$ cat src/rtl/gmp_pkg.sv
`default_nettype none
package gmp_pkg;

    localparam int FRAC_BITS   = 16;
    localparam int VALUE_WIDTH = 32;

    localparam int LOG_STEPS = 30;
    localparam int EXP_STEPS = 30;
    localparam int EXP_K_W   = 34;

    localparam int PIPE_DEPTH = 3 + LOG_STEPS + 3 + EXP_STEPS + 4 + EXP_STEPS + 3;

    localparam logic [30:0] LOG2E_Q30 = 31'h5C551D95;
    localparam logic [60:0] PROD_LIM  = 61'h1 << 60;

    localparam logic signed [63:0] VAL_HI = (64'sd1 <<< (VALUE_WIDTH - 1)) - 64'sd1;
    localparam logic signed [63:0] VAL_LO = -VAL_HI - 64'sd1;

    typedef enum logic [2:0] {
        REG_AMPLITUDE  = 3'd0,
        REG_WIDTH      = 3'd1,
        REG_OFFSET     = 3'd2,
        REG_RISE_EXP   = 3'd3,
        REG_DECAY_EXP  = 3'd4,
        REG_BACKGROUND = 3'd5
    } t_reg_index;

    typedef enum logic [1:0] {
        STATUS_OK         = 2'd0,
        STATUS_WIDTH_ZERO = 2'd1,
        STATUS_EXPONENT   = 2'd2,
        STATUS_SATURATED  = 2'd3
    } t_status;

    typedef enum logic [2:0] {
        SU_START,
        SU_NORM,
        SU_SQUARE,
        SU_DIVIDE,
        SU_MULTIPLY,
        SU_IDLE
    } t_setup_state;

    typedef struct packed {
        logic signed [31:0] amp;
        logic signed [31:0] wid;
        logic signed [31:0] off;
        logic signed [23:0] m;
        logic signed [23:0] n;
        logic signed [31:0] bck;
    } t_cfg;

    typedef struct packed {
        logic               busy;
        logic [34:0]        lw;
        logic signed [63:0] t2;
    } t_setup;

    function automatic logic [63:0] f_isqrt(input logic [63:0] v);
        logic [63:0] vv;
        logic [63:0] r;
        logic [63:0] bval;
        int          j;
        vv   = v;
        r    = 64'd0;
        bval = 64'h4000_0000_0000_0000;
        for (j = 0; j < 32; j++) begin
            if (vv >= r + bval) begin
                vv = vv - (r + bval);
                r  = (r >> 1) + bval;
            end else begin
                r = r >> 1;
            end
            bval = bval >> 2;
        end
        return r;
    endfunction

    // Root 2^(2^-i) in Q30, each one the square root of the one before.
    function automatic logic [31:0] f_exp2_root(input int i);
        logic [63:0] root;
        int          j;
        root = 64'd2 << 30;
        for (j = 1; j <= EXP_STEPS; j++) begin
            if (j <= i) begin
                root = f_isqrt(root << 30);
            end
        end
        return root[31:0];
    endfunction

endpackage
`default_nettype wire

$ cat src/rtl/gmp_setup.sv
`default_nettype none
module gmp_setup
    import gmp_pkg::*;
(
    input  logic   i_clk,
    input  logic   i_rst_n,
    input  logic   i_restart,
    input  t_cfg   i_cfg,
    output t_setup o_setup
);

    t_setup_state r_state;
    t_setup_state n_state;

    logic [63:0]        r_u;
    logic [5:0]         r_p;
    logic [30:0]        r_mm;
    logic [29:0]        r_frac;
    logic [5:0]         r_cnt;
    logic               r_pass;
    logic [34:0]        r_lw;
    logic [23:0]        r_rem;
    logic [53:0]        r_quo;
    logic [36:0]        r_dmag;
    logic               r_dneg;
    logic [89:0]        r_acc;
    logic signed [63:0] r_t2;

    logic [32:0]        w_wabs;
    logic [23:0]        w_am;
    logic [23:0]        w_an;
    logic [53:0]        w_div_n;
    logic [61:0]        w_sq;
    logic [30:0]        n_mm;
    logic [29:0]        n_frac;
    logic [24:0]        w_rem_sh;
    logic               w_div_ge;
    logic [23:0]        n_rem;
    logic [53:0]        n_quo;
    logic signed [37:0] w_d;
    logic [89:0]        n_acc;
    logic [59:0]        w_t2_mag;

    always_comb begin
        w_wabs  = i_cfg.wid[31] ? 33'(-{i_cfg.wid[31], i_cfg.wid}) : {1'b0, i_cfg.wid};
        if (w_wabs == 33'd0) begin
            w_wabs = 33'd1;
        end
        w_am    = i_cfg.m[23] ? 24'(-i_cfg.m) : 24'(i_cfg.m);
        w_an    = i_cfg.n[23] ? 24'(-i_cfg.n) : 24'(i_cfg.n);
        if (w_an == 24'd0) begin
            w_an = 24'd1;
        end
        w_div_n = {w_am, 30'd0};

        w_sq   = 62'(r_mm) * 62'(r_mm);
        n_frac = r_frac;
        if (w_sq[61]) begin
            n_mm = w_sq[61:31];
            n_frac[r_cnt[4:0]] = 1'b1;
        end else begin
            n_mm = w_sq[60:30];
        end

        w_rem_sh = {r_rem, w_div_n[r_cnt]};
        w_div_ge = w_rem_sh >= {1'b0, w_an};
        n_rem    = w_div_ge ? 24'(w_rem_sh - {1'b0, w_an}) : w_rem_sh[23:0];
        n_quo    = {r_quo[52:0], w_div_ge};

        w_d = $signed(38'(LOG2E_Q30)) + $signed(38'(29) << 30)
            - $signed({2'b00, r_p, n_frac});

        n_acc    = {r_acc[88:0], 1'b0} + (r_quo[r_cnt] ? 90'(r_dmag) : 90'd0);
        w_t2_mag = n_acc[89:30];
    end

    always_ff @(posedge i_clk) begin
        if (!i_rst_n) begin
            r_state <= SU_START;
        end else if (i_restart) begin
            r_state <= SU_START;
        end else begin
            r_state <= n_state;
        end
    end

    always_comb begin
        n_state = r_state;
        unique case (r_state)
            SU_START: begin
                n_state = SU_NORM;
            end
            SU_NORM: begin
                if (r_u[63]) begin
                    n_state = SU_SQUARE;
                end
            end
            SU_SQUARE: begin
                if (r_cnt == 6'd0) begin
                    n_state = r_pass ? SU_MULTIPLY : SU_DIVIDE;
                end
            end
            SU_DIVIDE: begin
                if (r_cnt == 6'd0) begin
                    n_state = SU_NORM;
                end
            end
            SU_MULTIPLY: begin
                if (r_cnt == 6'd0) begin
                    n_state = SU_IDLE;
                end
            end
            SU_IDLE: begin
                n_state = SU_IDLE;
            end
            default: begin
                n_state = SU_START;
            end
        endcase
    end

    always_comb begin
        o_setup.busy = (r_state != SU_IDLE);
        o_setup.lw   = r_lw;
        o_setup.t2   = r_t2;
    end

    always_ff @(posedge i_clk) begin
        unique case (r_state)
            SU_START: begin
                r_u    <= {31'd0, w_wabs};
                r_p    <= 6'd63;
                r_pass <= 1'b0;
            end
            SU_NORM: begin
                if (!r_u[63]) begin
                    r_u <= {r_u[62:0], 1'b0};
                    r_p <= r_p - 6'd1;
                end else begin
                    r_mm   <= r_u[63:33];
                    r_frac <= 30'd0;
                    r_cnt  <= 6'(LOG_STEPS - 1);
                end
            end
            SU_SQUARE: begin
                r_mm   <= n_mm;
                r_frac <= n_frac;
                if (r_cnt == 6'd0) begin
                    if (!r_pass) begin
                        r_lw  <= {r_p[4:0], n_frac};
                        r_rem <= 24'd0;
                        r_quo <= 54'd0;
                    end else begin
                        r_dneg <= w_d[37];
                        r_dmag <= w_d[37] ? 37'(-w_d) : w_d[36:0];
                        r_acc  <= 90'd0;
                    end
                    r_cnt <= 6'd53;
                end else begin
                    r_cnt <= r_cnt - 6'd1;
                end
            end
            SU_DIVIDE: begin
                r_rem <= n_rem;
                r_quo <= n_quo;
                r_cnt <= r_cnt - 6'd1;
                if (r_cnt == 6'd0) begin
                    r_u    <= (n_quo == 54'd0) ? 64'd1 : {10'd0, n_quo};
                    r_p    <= 6'd63;
                    r_pass <= 1'b1;
                end
            end
            SU_MULTIPLY: begin
                r_acc <= n_acc;
                r_cnt <= r_cnt - 6'd1;
                if (r_cnt == 6'd0) begin
                    r_t2 <= r_dneg ? -$signed({4'd0, w_t2_mag}) : $signed({4'd0, w_t2_mag});
                end
            end
            SU_IDLE: begin
            end
            default: begin
            end
        endcase
    end

endmodule
`default_nettype wire

$ cat config.mk
export PLATFORM = sky130hd
export DESIGN_NAME = gmp_setup
export DESIGN_NICKNAME = d
export VERILOG_FILES = /design/src/rtl/gmp_pkg.sv /design/src/rtl/gmp_setup.sv
export SDC_FILE = /design/constraint.sdc
export NUM_CORES = 2
export LEC_CHECK = 0
export BUFFER_PORTS_ARGS = -buffer_cell sky130_fd_sc_hd__clkbuf_2
export CELL_PAD_IN_SITES_DETAIL_PLACEMENT = 2
export CELL_PAD_IN_SITES_GLOBAL_PLACEMENT = 2
export CORE_UTILIZATION = 30
export CTS_BUF_LIST = sky130_fd_sc_hd__clkbuf_8
export DETAILED_ROUTE_END_ITERATION = 16
export PLACE_DENSITY_LB_ADDON = 0.2
export RECOVER_POWER = 100
export SYNTH_ARGS = -nofsm -noshare
export SYNTH_HDL_FRONTEND = slang
export SYNTH_SLANG_ARGS = --single-unit
export TNS_END_PERCENT = 50
$ cat constraint.sdc
create_clock -name i_clk -period 19.6 [get_ports i_clk]
set_input_delay 5.88 -clock i_clk [delete_from_list [all_inputs] [get_ports i_clk]]
set_output_delay 5.88 -clock i_clk [all_outputs]
set_load 0.005 [all_outputs]
==> results.toml <==
[status]
outcome = "finished with violations"
violations = "capacitance limit, slew limit"

[setup_path]
crit_top_cell = "fa_1"
cp.required_ps = 20040
path_max_fanout = 17
crit_path_top_delay_cell = "a311oi_1"
critical_path_class = "reg2reg"
start_kind = "flip-flop"
critical_path.max_stage_delay_ps = 1530
arrival_ps = 16470
r2r_setup_slack_ps = 3580
r2r_end = "r_dmag[30]"
r2r-start = "r_mm[23]"
reg2regPathDepth = 33
crit_path_end_kind = "flip-flop"

[sta]
finalSetupViolations = 0
hold-worst-slack_ps = 521
layout_setup_ws_ps = 3580
tns_ps = 0
fmax_mhz = 62.4
drv_slew = 778
rsz0062_at_grt = "no"
tightest_slew_ps = 4650
fin_skew_ps = 59.8
period_minus_slack_ps = 16020
finalHoldViolCount = 0
fin_crit_sh_pct = 81.7
relSlewSlack_pct = -210

[cts]
cts_buffer_depth = 3
cts_buffers = 83
clockRootBuffer = "clkbuf_8"
cts_tree = "built"
postCtsHoldBufs = 0
clock_latency_ps = 770
h-tree-depth = 3
path_clk_slew_ps = 60
post_cts_buffers = 0
ctsResizeCount = 0
clkSinkCount = 445

[place]
dp.cells = 8098
gp_congestion = 0.794
dp_slack_ps = 5620
dp_hpwl_um = 134000
io_buffers = 182
place_area_um2 = 58600

[synth]
synth-main-ff-cell = "edfxtp_1"
synth.avg_cell_area_um2 = 9.64
seq_area_frac_synth_pct = 24.2
synth-edff-count = 442
yosysTopAreaCell = "fa_1"
synth.area.top_cells = "fa_1 (28%), edfxtp_1 (24%), ha_1 (7.6%)"
yosysWarnings = 0
syn_nets = 6993
synth_seq_cells = 445
ys_types = 114
synth_area_um2 = 55000
async_flop_share_pct = 0
yosysTopAreaCellShare_pct = 28.0
syn-instance-count = 5710

[global_routing]
grt_use_total_pct = 18.9
grt_pass1_wl_um = 274000
grt_start_max_net_pins = 79
grt_pass1_vias = 46374
grt_antenna_before_repair = 8
grt.overflow.total = 0

[final_layout]
final_cell_area_um2 = 59900
nets = 7096
num-fill-cells = 20139
area_delta_synth_final_pct = 8.81
layout-drive-gt1-share_pct = 6.28
final_cell_count_no_fill = 8250

[min_path]
holdCritPathClass = "reg2reg"
holdPathStages = 1
min-delay-start = "r_u[32]"
worstHoldEndpoint = "r_u[33]"

[run]
cap_violations = 18

[routing]
drc = 0
routed_wl_um = 172000
drtAntennaViolNets = 0
dr.pass1.iters = 5
vias_per_cell = 4.92
avgRoutedWirePerCell_um = 20.9
drt-initial-drc-count = 1606
vias = 40623

[die]
dieArea_um2 = 185000
die_y_um = 430
coreArea_um2 = 182000
core.rowCount = 156
initial_core_util_pct = 30.3
die_w_um = 430
ios = 279

[pwr]
p_per_area_nw_per_um2 = 34.7
ir_drop_mv = 0.0393
power.leakage_uw = 0.0271
-- power by group --
group	switching [uW]	total, uW	internal (uW)
combinational	51.5	83.0	31.5
clock	460	953	492
sequential	3.14	1040	1040
-- layout make-up --
| cell class | instances | area (um^2) | area share (%) |
|---|---|---|---|
| tap | 2370 | 2970 | 4.95 |
| antenna | 4 | 10.0 | 0.0167 |
| clock buffer | 83 | 1140 | 1.91 |
| timing repair buffer | 251 | 1260 | 2.10 |
| inverter | 1120 | 4200 | 7.02 |
| clock inverter | 65 | 500 | 0.836 |
| sequential | 445 | 13300 | 22.3 |
| multi-input combinational | 3912 | 36500 | 60.9 |
-- layer usage --
layer  GRT usage [%]  wire [um]  share of wire (%)  up-vias
li1                -          -                  -    18796
met1            25.7      80000                 46    21097
met2            32.1      83400                 48      533
met3            2.21       5040                2.9      193
met4            4.59       4000                2.3        4
met5               0         30              0.017        -
-- kinds of logic (layout without fill, tap and decap cells) --
group           Yosys count  count (layout)  share of synthesized area (%)
flops                   445             445                           24.2
simple gates           1694            1694                           15.4
buf+inv                1353            1519                           9.33
mux                      32              32                          0.894
compound gates          770             770                           9.59
other cells               1               5                        0.00681
xor+xnor                311             311                           4.97
fa+ha+maj              1104            1104                           35.6
-- synthesized netlist by cell type, drive strengths merged, types with 14 or more instances --
master     n
a211oi    53
a21o      71
a21oi    206
a311oi    14
a31oi     38
and2     280
and3      95
buf       33
clkbuf   200
edfxtp   442
fa       769
ha       335
inv     1120
nand2    500
nand2b    35
nand3     88
nand4     62
nor2     368
nor2b     30
nor3      74
nor4      39
o211ai    22
o21ai    164
o31ai     40
or2       29
or3       27
or4       27
xnor2    164
xor2     146
-- how the worst max path moves through the flow --
stage	startpoint	endpoint	slack (ps)	depth (start not counted)
3_3_place_gp	i_cfg[56]	r_rem[20]	5810	30
2_1_floorplan	i_cfg[56]	r_rem[22]	7410	30
4_1_cts	r_mm[23]	r_dmag[30]	6050	38
3_5_place_dp	i_cfg[56]	r_rem[20]	5620	30
5_1_grt	r_mm[23]	r_dmag[31]	2770	34
6_report	r_mm[23]	r_dmag[30]	3580	33
-- state kept, by name, indices dropped and copies added, names as in the netlist --
name	cells
r_acc	89
r_t2	64
r_u	64
r_quo	54
r_dmag	37
r_lw	35
r_mm	31
r_frac	30
r_rem	24
r_cnt	6
r_p	6
r_state	3
r_dneg	1
r_pass	1
-- critical path: cells and delay by family, from the launching register on --
kind	cells	cell delay, ps
AO/OA/AOI/OAI	8	4940
adder cells (fa/ha/maj)	9	4490
buffers and inverters	8	2590
AND/OR/NAND/NOR	6	2490
flip-flops	1	700
XOR/XNOR	2	440
-- cell usage in the layout, fill, tap and decap left out, types with 39 or more instances in the layout --
cell	n
xnor2_1	164
o21ai_0	155
and3_1	94
nand4_1	60
clkbuf_8	83
a21oi_1	202
a211oi_1	51
clkbuf_1	84
ha_1	335
inv_1	1138
xor2_1	146
nor2_1	362
o31ai_1	39
edfxtp_1	442
clkbuf_2	124
and2_1	259
fa_1	769
nand2_1	498
nand3_1	88
a21o_1	71
buf_4	43
nor3_1	73
-- metrics by stage --
step	utilization, %	power, uW
2_1_floorplan	-	1120
3_3_place_gp	32.3	1150
3_5_place_dp	32.3	1150
4_1_cts	33.2	2120
5_1_grt	33.0	2160
6_report	33.0	2080
(Power assumes the default switching activity.)
